### config.mk
export PLATFORM = sky130hd
export DESIGN_NAME = txc_ctrl
export DESIGN_NICKNAME = d
export VERILOG_FILES = /design/src/sv/text_console_writer_top_macros.svh /design/src/sv/txc_pkg.sv /design/src/sv/txc_ctrl.sv
export SDC_FILE = /design/constraint.sdc
export NUM_CORES = 1
export LEC_CHECK = 0
export ABC_AREA = 1
export BUFFER_PORTS_ARGS = -buffer_cell sky130_fd_sc_hd__buf_2
export CAP_MARGIN = 5
export CORE_AREA = 3 3 98 100
export CTS_CLUSTER_DIAMETER = 150
export DETAILED_ROUTE_END_ITERATION = 12
export DIE_AREA = 0 0 101 103
export PLACE_DENSITY_LB_ADDON = 0.05
export SLEW_MARGIN = 20
export SYNTH_ARGS = -nofsm -noshare
export SYNTH_HDL_FRONTEND = slang
export SYNTH_SLANG_ARGS = --single-unit
export TNS_END_PERCENT = 100
### constraint.sdc
create_clock -name clk -period 6 [get_ports clk]
set_clock_uncertainty 0.05 [all_clocks]
set_input_delay 0.9 -clock clk [delete_from_list [all_inputs] [get_ports clk]]
set_output_delay 0.9 -clock clk [all_outputs]
set_load 0.005 [all_outputs]
### src/sv/text_console_writer_top_macros.svh
// Assertion macros for the text console writer.
// Used by text_console_writer_top; expects clk and arst_n in scope.
`ifndef TEXT_CONSOLE_WRITER_TOP_MACROS_SVH
`define TEXT_CONSOLE_WRITER_TOP_MACROS_SVH

// Condition that must hold at every clock edge out of reset.
`define TXC_ASSERT(lbl, cond, msg) \
	lbl: assert property (@(posedge clk) disable iff (!arst_n) (cond)) else $error(msg);

// Trigger in one cycle implies the consequence in the next.
`define TXC_ASSERT_NEXT(lbl, trig, cons, msg) \
	lbl: assert property (@(posedge clk) disable iff (!arst_n) (trig) |=> (cons)) \
		else $error(msg);

`endif

### src/sv/txc_pkg.sv
// Shared types and constants for the text console writer.
// No dependencies; imported by every module of the block.
package txc_pkg;

	localparam int COLUMNS_DEF = 80;
	localparam int ROWS_DEF    = 25;

	localparam logic [7:0] SPACE_CHAR   = 8'd32;
	localparam logic [7:0] NEWLINE_CHAR = 8'd10;
	localparam logic [7:0] RETURN_CHAR  = 8'd13;

	typedef enum logic [1:0] {
		FUNC_PUT   = 2'd0,
		FUNC_CLEAR = 2'd1,
		FUNC_READ  = 2'd2,
		FUNC_RSVD  = 2'd3
	} txc_func_t;

	// Screen memory strobes; address and data travel beside it.
	typedef struct packed {
		logic wr_en;
		logic rd_en;
	} txc_mem_ctl_t;

	// Result offered by the sequencer to the output register.
	typedef struct packed {
		logic valid;
		logic blank;
	} txc_res_t;

endpackage

### src/sv/txc_ctrl.sv
// Sequencer for the text console: cursor, scroll offset, row valid bits,
// row fill sweep and the shared column incrementer. Depends on txc_pkg.
module txc_ctrl import txc_pkg::*; #(
	parameter int COLUMNS = COLUMNS_DEF,
	parameter int ROWS    = ROWS_DEF,
	localparam int CW     = $clog2(COLUMNS),
	localparam int RW     = $clog2(ROWS)
) (
	input  logic            clk,
	input  logic            arst_n,
	input  logic            in_valid,
	output logic            in_ready,
	input  logic [1:0]      func,
	input  logic [7:0]      char_code,
	input  logic [4:0]      read_row,
	input  logic [6:0]      read_col,
	output txc_mem_ctl_t    mem_ctl,
	output logic [RW+CW-1:0] mem_addr,
	output logic [7:0]      mem_wdata,
	output txc_res_t        res,
	input  logic            res_take,
	output logic [CW-1:0]   cur_col,
	output logic [RW-1:0]   cur_row
);

	typedef enum logic [4:0] {
		ST_IDLE = 5'b00001,
		ST_EXEC = 5'b00010,
		ST_FILL = 5'b00100,
		ST_READ = 5'b01000,
		ST_DONE = 5'b10000
	} txc_state_t;

	txc_state_t state_q;
	txc_func_t  func_q;
	logic [7:0]    char_q;
	logic [RW-1:0] rd_row_q;
	logic [CW-1:0] rd_col_q;
	logic [CW-1:0] fill_col_q;
	logic          rd_blank_q;
	logic [CW-1:0] col_q;
	logic [RW-1:0] line_q;
	logic [RW-1:0] top_q;
	logic [ROWS-1:0] row_valid_q;

	logic [RW-1:0] row_sel;
	logic [RW:0]   phys_sum;
	logic [RW:0]   phys_wide;
	logic [RW-1:0] phys;
	logic [CW-1:0] inc_op;
	logic          inc_last;
	logic [CW-1:0] inc_next;
	logic [CW-1:0] mem_col;
	logic          is_ctl;
	logic          row_ok;
	logic [31:0]   rr_sat;
	logic [31:0]   rc_sat;
	logic          top_last;
	logic          line_last;

	// Screen row to physical row: one add, one compare and subtract.
	assign row_sel   = (state_q == ST_READ) ? rd_row_q : line_q;
	assign phys_sum  = {1'b0, row_sel} + {1'b0, top_q};
	assign phys_wide = (phys_sum >= (RW+1)'(ROWS)) ? phys_sum - (RW+1)'(ROWS) : phys_sum;
	assign phys      = phys_wide[RW-1:0];
	assign row_ok    = row_valid_q[phys];

	// Shared column incrementer: fill sweep or cursor advance.
	assign inc_op   = (state_q == ST_FILL) ? fill_col_q : col_q;
	assign inc_last = (inc_op == CW'(COLUMNS - 1));
	assign inc_next = inc_last ? '0 : inc_op + 1'b1;

	assign top_last  = (top_q == RW'(ROWS - 1));
	assign line_last = (line_q == RW'(ROWS - 1));
	assign is_ctl    = (char_q == NEWLINE_CHAR) || (char_q == RETURN_CHAR);

	always_comb begin
		unique case (state_q)
			ST_FILL: mem_col = fill_col_q;
			ST_READ: mem_col = rd_col_q;
			default: mem_col = col_q;
		endcase
	end

	assign mem_addr      = {phys, mem_col};
	assign mem_wdata     = (state_q == ST_FILL) ? SPACE_CHAR : char_q;
	assign mem_ctl.wr_en = (state_q == ST_FILL) ||
		((state_q == ST_EXEC) && (func_q == FUNC_PUT) && !is_ctl && row_ok);
	assign mem_ctl.rd_en = (state_q == ST_READ);

	// Saturate the read position to the screen.
	assign rr_sat = (32'(read_row) >= 32'(ROWS)) ? 32'(ROWS - 1) : 32'(read_row);
	assign rc_sat = (32'(read_col) >= 32'(COLUMNS)) ? 32'(COLUMNS - 1) : 32'(read_col);

	always_ff @(posedge clk) begin
		if (state_q == ST_IDLE && in_valid) begin
			func_q   <= txc_func_t'(func);
			char_q   <= char_code;
			rd_row_q <= rr_sat[RW-1:0];
			rd_col_q <= rc_sat[CW-1:0];
		end
		if (state_q == ST_EXEC) begin
			fill_col_q <= '0;
		end else if (state_q == ST_FILL) begin
			fill_col_q <= inc_next;
		end
		if (state_q == ST_READ) begin
			rd_blank_q <= !row_ok;
		end
	end

	always_ff @(posedge clk or negedge arst_n) begin
		if (!arst_n) begin
			state_q     <= ST_IDLE;
			col_q       <= '0;
			line_q      <= '0;
			top_q       <= '0;
			row_valid_q <= '0;
		end else begin
			unique case (state_q)
				ST_IDLE: begin
					if (in_valid) begin
						state_q <= ST_EXEC;
					end
				end
				ST_EXEC: begin
					unique case (func_q)
						FUNC_PUT: begin
							if (!is_ctl && !row_ok) begin
								// fresh row: blank it before the first write
								state_q <= ST_FILL;
							end else begin
								state_q <= ST_READ;
								if (char_q == NEWLINE_CHAR || char_q == RETURN_CHAR) begin
									col_q <= '0;
								end else begin
									col_q <= inc_next;
								end
								if (char_q == NEWLINE_CHAR || (!is_ctl && inc_last)) begin
									if (line_last) begin
										// scroll: old top row becomes the blank bottom row
										row_valid_q[top_q] <= 1'b0;
										top_q <= top_last ? '0 : top_q + 1'b1;
									end else begin
										line_q <= line_q + 1'b1;
									end
								end
							end
						end
						FUNC_CLEAR: begin
							row_valid_q <= '0;
							col_q       <= '0;
							line_q      <= '0;
							top_q       <= '0;
							state_q     <= ST_READ;
						end
						default: begin
							state_q <= ST_READ;
						end
					endcase
				end
				ST_FILL: begin
					if (inc_last) begin
						row_valid_q[phys] <= 1'b1;
						state_q <= ST_EXEC;
					end
				end
				ST_READ: begin
					state_q <= ST_DONE;
				end
				ST_DONE: begin
					if (res_take) begin
						state_q <= ST_IDLE;
					end
				end
				default: begin
					state_q <= ST_IDLE;
				end
			endcase
		end
	end

	assign in_ready  = (state_q == ST_IDLE);
	assign res.valid = (state_q == ST_DONE);
	assign res.blank = rd_blank_q;
	assign cur_col   = col_q;
	assign cur_row   = line_q;

endmodule

==> reports/results.ini, run 1 <==
[clock_network]
numCtsBuffers=9
clk_pin_slew_worst_paths_ns=0.08
cts_htree_levels=3
cts_tree=yes
cts.sinks=77
clkLatencyLatePin_ns=0.36
clk_path_buf_depth=2
clk_root_buffer_cell=clkbuf_8

[setup_path]
crit_fanout=12
worst_r2r_startpoint=state_q[1]
critPathCaptureType=output port
cp.arrival_ns=4.58
start_kind=flop
cp.required_ns=5.05
path_class=reg -> out
crit_start=state_q[1]

[global_routing]
antenna_found_initial=0
grt_pass1_vias=4752
grt_util_all_layers_pct=27.3
grt_pass1_wl_mm=22.6
grt_max_degree=57
grt_overflow=0

[power_and_ir_drop]
p_sw_mw=0.988
p_leak_nw=2.86
p_per_area_mw_per_mm2=366
swShare_pct=46.5
seq_power_share_pct=33.4
power.share.clock_pct=19.9
pwr-share-comb_pct=46.7
power.internal_mw=1.13
power_mw=2.12
vdd_drop_max_mv=0.241

[min_path]
min_from=fill_col_q[1]
worstHoldPathType=reg -> reg

[synth]
avgSynthCellArea_um2=7.11
synth-edff-count=23
synthesis.nets=774
yosysTopAreaCellShare_pct=22.1
synthFlopType=dfrtp_1
yosysTopAreaCell=dfrtp_1
yosysWarnings=0
synth_area_leaders=dfrtp_1 (22%), nand2_1 (17%), edfxtp_1 (13%)
yosysSeqAreaShare_pct=38.6
yosys-top-cells-count=nand2_1 (233), nor2_1 (82), inv_1 (71), o21ai_0 (63), nand3_1 (47)
ys_seq_elements=77
syn_area_mm2=0.00520
synthCells=732
synthDistinctLibCells=50
synthArstFlopShare_pct=61.0
synth_most_common_cell=nand2_1

[status]
status=completed

[floorplanning]
die_x_um=101
initial_core_util_pct=59.4
dieArea_mm2=0.0104
rows=34
core_area_mm2=0.00876
die-height_um=103
io_pins=63

[timing]
rsz0062_at_grt=false
final-hold-violation-count=0
finalSetupTns_ns=0
drv_slew=0
period_share_pct=92.1
setup_viol=0
fmax_mhz=181
period_needed_ns=5.53
slew_headroom_pct=32.8
tightest_slew_ns=1.00

[routing]
drc=0
firstDrtPassIters=4
antenna_left=0
first_iter_violations=234
post_drt_wl_per_cell_um=15.2
viasPerCell=5.58
vias=5024
drt_wl_total_mm=13.7

[placed_design]
placed_cell_area_mm2=0.00559
gp_congestion=0.987
place_hpwl_mm=10.3
port_buffers=62

[job]
maxCapViolCount=0

[cells_and_area]
final_nets=829
final_util_pct=66.1
syn_to_final_growth_pct=11.4
layout-drive-gt1-share_pct=16.7
final_area_mm2=0.00580
n_antenna_cell=0

[kinds of logic after synthesis]
| group | share of synthesized area (%) |
|---|---|
| XOR/XNOR | 1.18 |
| buffers and inverters | 8.56 |
| AO/OA/AOI/OAI | 12.3 |
| flip-flops | 38.6 |
| AND/OR/NAND/NOR | 35.4 |
| adder cells (fa/ha/maj) | 3.99 |
[worst max-delay path: stages, from the launching register on]
cell     delay, ns
dfrtp_1       0.45
nor2_2        0.17
inv_1         0.08
nor4_2        0.20
buf_4         0.23
nand2_1       0.05
o21ai_0       0.07
ha_1          0.21
fa_1          0.43
inv_1         0.14
ha_1          0.24
nand3_2       0.11
nand3_4       0.14
nand2_8       0.10
o21ai_2       0.45
inv_2         0.15
nand2_1       0.10
nand2_1       0.05
nand2_1       0.07
nand2_2       0.08
nor4_2        0.40
o21ai_0       0.14
buf_2         0.17
[metal layers]
metal	global-route usage, %	vias up	share of wire (%)
li1	-	2481	-
met1	35.8	2342	43
met2	46.7	178	49
met4	8.49	0	1.7
met3	4.47	23	5.8
met5	0	-	0
[layout by cell type, fill, tap and decap left out, types with 2 or more instances in the layout]
master	netlist	layout
buf_4	4	4
o21ai_1	8	8
nor2_4	2	2
nor4_1	9	6
nor4_2	0	3
nor2_1	82	82
buf_2	0	62
nand4_1	9	9
nand2_1	233	233
xor2_1	5	5
a21oi_1	9	9
nor3_1	4	4
clkinv_1	2	2
clkbuf_8	0	9
nand3_2	4	4
nand3_1	47	47
dfrtp_1	46	46
nand2_2	7	7
and2_1	2	2
inv_1	71	71
o221ai_1	2	2
o211ai_1	11	11
o21ai_0	63	63
inv_6	0	3
edfxtp_1	23	23
ha_1	15	15
a21boi_0	3	3
nand2_4	4	4
a31oi_1	2	2
nor2_2	4	4
o21ai_2	3	3
dfxtp_1	7	7
xnor2_1	2	2
inv_2	11	11
a211oi_1	3	3
[what timing repair did]
action | 4_1_cts | 5_1_grt
setup buffers | 0 | 0
resized for setup | 0 | 1
hold buffers | 0 | 0
endpoints found under the hold margin | 0 | 0
endpoints found under the setup margin | 0 | 1
[state kept, by name (all words and copies together), names as in the netlist]
signal,count
char_q,8
cur_col,7
cur_row,5
fill_col_q,7
func_q,2
rd_blank_q,1
rd_col_q,7
rd_row_q,5
row_valid_q,25
state_q,5
top_q,5
[cell type report]
class,count,area (um2)
clock inverters,7,80.1
fillers,786,2970
inverters,85,322
flip-flops and latches,77,2010
clock buffers,9,124
well taps,108,135
multi-input cells,547,2770
repair buffers,67,360
[stage by stage]
step / std cells / hold slack (ns) / setup slack [ns]
2_1_floorplan: 732 / 0.395 / 1.03
3_3_place_gp: 883 / 0.407 / 0.960
3_5_place_dp: 884 / 0.417 / 0.719
4_1_cts: 900 / 0.430 / 0.322
5_1_grt: 900 / 0.463 / 0.115
6_report: 900 / 0.431 / 0.474
[path summary, 6_finish.rpt]
kind                                  end  slack [ns]  cells after the start
setup / recovery               mem_ctl[1]        0.47                     22
hold / removal              fill_col_q[1]        0.43                      2
setup reg to reg           row_valid_q[7]        1.29                     25
hold reg to reg             fill_col_q[1]        0.43                      2
max in group asynchronous      state_q[0]        4.78                      2
min in group asynchronous  row_valid_q[6]        0.48                      1
[power groups by stage]
stage                     sequential (mW)  combinational [mW]  clock (mW)
after floorplan                     0.703               0.704           0
after global placement              0.714               0.963           0
final                               0.708               0.992       0.422
after CTS                           0.707               0.991       0.425
after global routing                0.720                1.10       0.450
after detailed placement            0.717               0.987           0
(Power assumes the default switching activity.)
==> inputs of run 2 (changes only) <==
CORE_AREA = 2 2 97 99   (was 3 3 98 100)
DIE_AREA = 0 0 99 101   (was 0 0 101 103)
GPL_TIMING_DRIVEN = 0   (was not set)
==> reports/results.ini, run 2 (synthesized netlist as in run 1, its figures left out) <==
[status]
status=completed

[cells_and_area]
largest_reg_flops=25  ; unchanged
final_util_pct=66.0  ; -0.18 points
final_nets=852  ; +2.8%
final_cell_mix=nand2_1 (233), nor2_1 (82), inv_1 (71)
largestRegisters=row_valid_q x25, char_q x8
fin_cells=926  ; +2.9%
n_antenna_cell=0  ; unchanged
layout-drive-gt1-share_pct=17.1  ; +0.39 points
syn_to_final_growth_pct=13.8
final_common_cell=nand2_1
top_register=row_valid_q

[clock_network]
numCtsBuffers=9  ; unchanged
postCtsHoldBufs=0  ; unchanged
post_cts_buffers=0  ; unchanged
clkLatencyLatePin_ns=0.37  ; about the same
cts.sinks=77  ; unchanged
clk_root_buffer_cell=clkbuf_8
cts_tree=yes
cts_htree_levels=3  ; unchanged
clk_path_buf_depth=2  ; unchanged
clk_pin_slew_worst_paths_ns=0.09  ; about the same

[timing]
fmax_mhz=175  ; -3.1%
period_needed_ns=5.70  ; +0.177 ns
tightest_slew_ns=0.661  ; -0.339 ns
rsz0062_at_grt=false
final-hold-violation-count=0  ; unchanged
period_share_pct=95.0  ; +3.0 points
slew_headroom_pct=55.7  ; +23 points
drv_slew=0  ; unchanged
setup_viol=0  ; unchanged

[setup_path]
start_kind=flop
worst_r2r_startpoint=state_q[1]
critPathCaptureType=output port
crit_fanout=11  ; -1
cp_common_cell=nand2_1
worstRegToRegCells=24  ; -4.0%
cp.buffers_inverters=4  ; -1
cp.required_ns=5.05  ; about the same
ff2ff_setup_slack_ns=1.32  ; +0.03 ns
path_class=reg -> out
cp.arrival_ns=4.75  ; +0.17 ns
crit_chain=nor2_2 > inv_1 > nor4_4 > clkbuf_2 > nand2_1 > o21ai_0 > ha_1 > fa_1 > inv_1 > ha_1 > nand3_2 > nand3_4 > nand3_2 > nand3_1 > nand2_1 > nand2_1 > nand2_1 > nand2_1 > nand2_2 > nor4_2 > o21ai_0 > buf_2
max_stage_delay_ns=0.44  ; about the same
r2r-end=cur_row[3]
cp_slowest_cell=nor4_2
cp_top_family=simple AND/OR/NAND/NOR gates

[placed_design]
gp_congestion=0.973  ; -1.4%
place_hpwl_mm=10.6  ; +3.2%
port_buffers=62  ; unchanged
placed_cells=910  ; +2.9%

[floorplanning]
rows=35  ; +2.9%
dieArea_mm2=0.0100  ; -3.9%
die_x_um=99  ; -2.0%
die-height_um=101  ; -1.9%
core_area_mm2=0.00898  ; +2.4%
io_pins=63  ; unchanged
initial_core_util_pct=58.0  ; -1.4 points

[min_path]
min_path_cells=2  ; unchanged
worstHoldPathType=reg -> reg
min_from=fill_col_q[1]
hold_end=fill_col_q[1]

[routing]
first_iter_violations=287  ; +23%
firstDrtPassIters=5  ; +1
drt_wl_total_mm=14.2  ; +3.3%
post_drt_wl_per_cell_um=15.3  ; +0.45%
met2_length_mm=6.58  ; -2.2%
routed.top_layer=met4
drc=0  ; unchanged
antenna_left=0  ; unchanged
wl_met1_mm=5.98  ; +0.52%
vias=5187  ; +3.2%
route.met3.wl_um=890  ; +12%
viasPerCell=5.60  ; +0.35%

[global_routing]
grt_util_all_layers_pct=29.7  ; +2.4 points
grt_overflow=0  ; unchanged
grt_max_degree=30  ; -47%
antenna_found_initial=0  ; unchanged
grt_pass1_wl_mm=23.6  ; +4.4%
grt_pass1_vias=5041  ; +6.1%

[power_and_ir_drop]
vdd_drop_max_mv=0.224  ; -7.1%
power_mw=2.19  ; +3.3%
p_per_area_mw_per_mm2=370  ; +1.1%
p_leak_nw=2.91  ; +1.9%

[job]
maxCapViolCount=0  ; unchanged

[run 2: how the worst max path moves through the flow]
stage | from | to | slack, ns | depth (start not counted)
floorplan | state_q[1] | mem_ctl[1] | 1.03 | 19
global route | state_q[1] | mem_ctl[1] | 0.02 | 24
finish | state_q[1] | mem_ctl[1] | 0.30 | 22
CTS | state_q[1] | mem_ctl[1] | 0.06 | 21
detailed placement | state_q[1] | mem_ctl[1] | 0.30 | 21
global placement | state_q[1] | mem_ctl[1] | -0.53 | 22
[run 2: power breakdown]
group / switching, mW / leakage (nW) / internal [mW] / total (mW)
clock: 0.219 / 0.0973 / 0.196 / 0.415
combinational: 0.741 / 1.90 / 0.330 / 1.07
sequential: 0.0678 / 0.913 / 0.639 / 0.707
total: 1.03 / 2.91 / 1.16 / 2.19
[run 2: per-stage QoR]
step                hold WS (ns)  setup TNS [ns]  instance area, um2  setup WS (ns)
CTS                        0.432               0                5910         0.0641
floorplan                  0.395               0                5200           1.03
global placement           0.409          -0.527                5650         -0.527
global route               0.465               0                5920         0.0198
finish                     0.435               0                5920          0.297
detailed placement         0.420               0                5710          0.299
[run 2: worst min-delay path, stage by stage, from the launching register on]
cell     delay (ns)
dfxtp_1        0.33
nand2_1        0.06
a21oi_1        0.06
[run 2: timing repair]
action / in CTS / in global routing
gates resized for setup: 1 / 3
hold endpoints to repair: 0 / 0
setup endpoints to repair: 1 / 1
[run 2: final cells by class]
type | instances | area, um2
Fill cell | 810 | 3060
Multi-Input combinational cell | 547 | 2780
Sequential cell | 77 | 2010
Timing Repair Buffer | 67 | 355
Inverter | 85 | 322
Tap cell | 111 | 139
Clock buffer | 10 | 128
Buffer | 23 | 125
Clock inverter | 6 | 68.8
[run 2: metal layers]
layer  vias to the layer above  GRT usage (%)
li1                       2541              -
met1                      2373           36.6
met2                       217           49.0
met3                        56           3.54
met4                         0           20.2
met5                         -              0
==> inputs of run 3 (changes only) <==
CELL_PAD_IN_SITES_DETAIL_PLACEMENT = 1   (was not set)
CELL_PAD_IN_SITES_GLOBAL_PLACEMENT = 1   (was not set)
CORE_AREA = 2 2 113 115   (was 2 2 97 99)
DIE_AREA = 0 0 115 117   (was 0 0 99 101)
==> reports/results.ini, run 3 (synthesized netlist as in run 1, its figures left out) <==
[status]
status=completed

[global_routing]
grt_pass1_vias=5466  ; +8.4%
grt_overflow=0  ; unchanged
grt_util_all_layers_pct=26.5  ; -3.2 points
grt_max_degree=48  ; +60%
grt_pass1_wl_mm=27.6  ; +17%
antenna_found_initial=0  ; unchanged

[setup_path]
cp.buffers_inverters=4  ; unchanged
critPathCaptureType=output port
max_stage_delay_ns=0.43  ; about the same
cp_slowest_cell=fa_1
cp.arrival_ns=4.56  ; -0.19 ns
crit_fanout=11  ; unchanged
start_kind=flop
cp_top_family=simple AND/OR/NAND/NOR gates
cp.required_ns=5.05  ; about the same
crit_chain=nor2_2 > inv_1 > nor4_4 > clkbuf_2 > nand2_1 > o21ai_0 > ha_1 > fa_1 > inv_1 > ha_1 > nand3_2 > nand3_4 > nand3_2 > nand3_1 > nand2_1 > nand2_1 > nand2_1 > nand2_1 > nand2_2 > nor4_2 > o21ai_0 > buf_2
crit_cells=22  ; unchanged
ff2ff_setup_slack_ns=1.44  ; +0.12 ns
path_class=reg -> out
worst_r2r_startpoint=state_q[1]
worstRegToRegCells=28  ; +17%
r2r-end=row_valid_q[6]
cp_common_cell=nand2_1

[floorplanning]
rows=41  ; +17%
die-height_um=117  ; +16%
dieArea_mm2=0.0135  ; +35%
die_x_um=115  ; +16%
io_pins=63  ; unchanged
core_area_mm2=0.0123  ; +37%
initial_core_util_pct=42.3  ; -16 points

[clock_network]
cts.sinks=77  ; unchanged
cts_tree=yes
clk_pin_slew_worst_paths_ns=0.05  ; -0.04 ns
clk_path_buf_depth=2  ; unchanged
clk_root_buffer_cell=clkbuf_16
numCtsBuffers=9  ; unchanged
clkLatencyLatePin_ns=0.34  ; -0.03 ns
cts_htree_levels=3  ; unchanged

[timing]
drv_slew=0  ; unchanged
period_needed_ns=5.51  ; -0.197 ns
finalSetupTns_ns=0  ; unchanged
period_share_pct=91.8  ; -3.3 points
rsz0062_at_grt=false
setup_viol=0  ; unchanged
tightest_slew_ns=0.693  ; +0.0312 ns
final-hold-violation-count=0  ; unchanged
slew_headroom_pct=53.8  ; -1.8 points
fmax_mhz=182  ; +3.6%

[min_path]
worstHoldPathType=reg -> reg
min_from=fill_col_q[1]
hold_end=fill_col_q[1]
min_path_cells=2  ; unchanged

[cells_and_area]
seq_area_mm2=0.00201  ; unchanged
final_common_cell=nand2_1
multiInputGateArea_mm2=0.00278  ; unchanged
largest_reg_flops=25  ; unchanged
fillCellCount=1602  ; +98%
final_nets=851  ; -0.12%
final_util_pct=49.3  ; -17 points
n_antenna_cell=0  ; unchanged
layout-drive-gt1-share_pct=16.7  ; -0.35 points
syn_to_final_growth_pct=16.7
largestRegisters=row_valid_q x25, char_q x8
final_cell_mix=nand2_1 (233), nor2_1 (82), inv_1 (71)
top_register=row_valid_q
fin_cells=964  ; +4.1%

[job]
maxCapViolCount=0  ; unchanged

[routing]
vias=5201  ; +0.27%
drc=0  ; unchanged
viasPerCell=5.40  ; -3.7%
drt_wl_total_mm=16.7  ; +18%
firstDrtPassIters=5  ; unchanged
antenna_left=0  ; unchanged
first_iter_violations=241  ; -16%
post_drt_wl_per_cell_um=17.4  ; +13%

[placed_design]
place_hpwl_mm=12.6  ; +19%
placed_cells=948  ; +4.2%
gp_congestion=0.964  ; -1.0%
port_buffers=62  ; unchanged

[power_and_ir_drop]
vdd_drop_max_mv=0.164  ; -27%
p_per_area_mw_per_mm2=396  ; +7.0%
p_leak_nw=2.96  ; +1.7%

run 3: cell type report:
| class | instances | area share [%] |
|---|---|---|
| timing repair buffer | 66 | 5.52 |
| tap | 150 | 3.09 |
| inverter | 85 | 5.29 |
| clock buffer | 13 | 4.12 |
| clock inverter | 3 | 1.13 |
| buffer | 23 | 2.06 |
| multi-input combinational | 547 | 45.7 |
| sequential | 77 | 33.1 |
run 3: power breakdown:
group | internal [mW] | total [mW] | switching (mW) | leakage (nW)
Combinational | 0.327 | 1.09 | 0.767 | 1.89
Sequential | 0.640 | 0.709 | 0.0685 | 0.913
Clock | 0.378 | 0.604 | 0.226 | 0.154
run 3: worst min-delay path, stage by stage, from the launching register on:
cell	delay, ns
dfxtp_1	0.31
nand2_1	0.06
a21oi_1	0.06
run 3: worst max path at each step:
stage,startpoint,to
global route,state_q[1],mem_ctl[1]
global placement,state_q[1],mem_ctl[1]
detailed placement,state_q[1],mem_ctl[1]
CTS,state_q[1],mem_ctl[1]
floorplan,state_q[1],mem_ctl[1]
finish,state_q[1],mem_ctl[1]
run 3: what timing repair did:
| action | 4_1_cts | 5_1_grt |
|---|---|---|
| hold buffers | 0 | 0 |
| setup endpoints to repair | 0 | 1 |
| buffers inserted | 0 | 0 |
| resized for setup | 0 | 4 |
run 3: per-layer routing:
layer  vias up  global-route usage (%)  share of wire [%]
li1       2535                       -                  -
met1      2515                    33.6                 44
met2       119                    46.2                 50
met3        32                    3.14                3.8
met4         0                    11.0                2.5
met5         -                       0                  0
run 3: through the flow:
stage	hold slack, ns	total power, mW	area (um2)	setup slack, ns
after floorplan	0.395	1.41	5200	1.03
after global placement	0.406	1.76	5700	-0.585
after detailed placement	0.414	1.80	5740	0.459
after CTS	0.422	2.41	6060	0.0290
after global routing	0.454	2.57	6070	0.103
final	0.419	2.41	6070	0.494
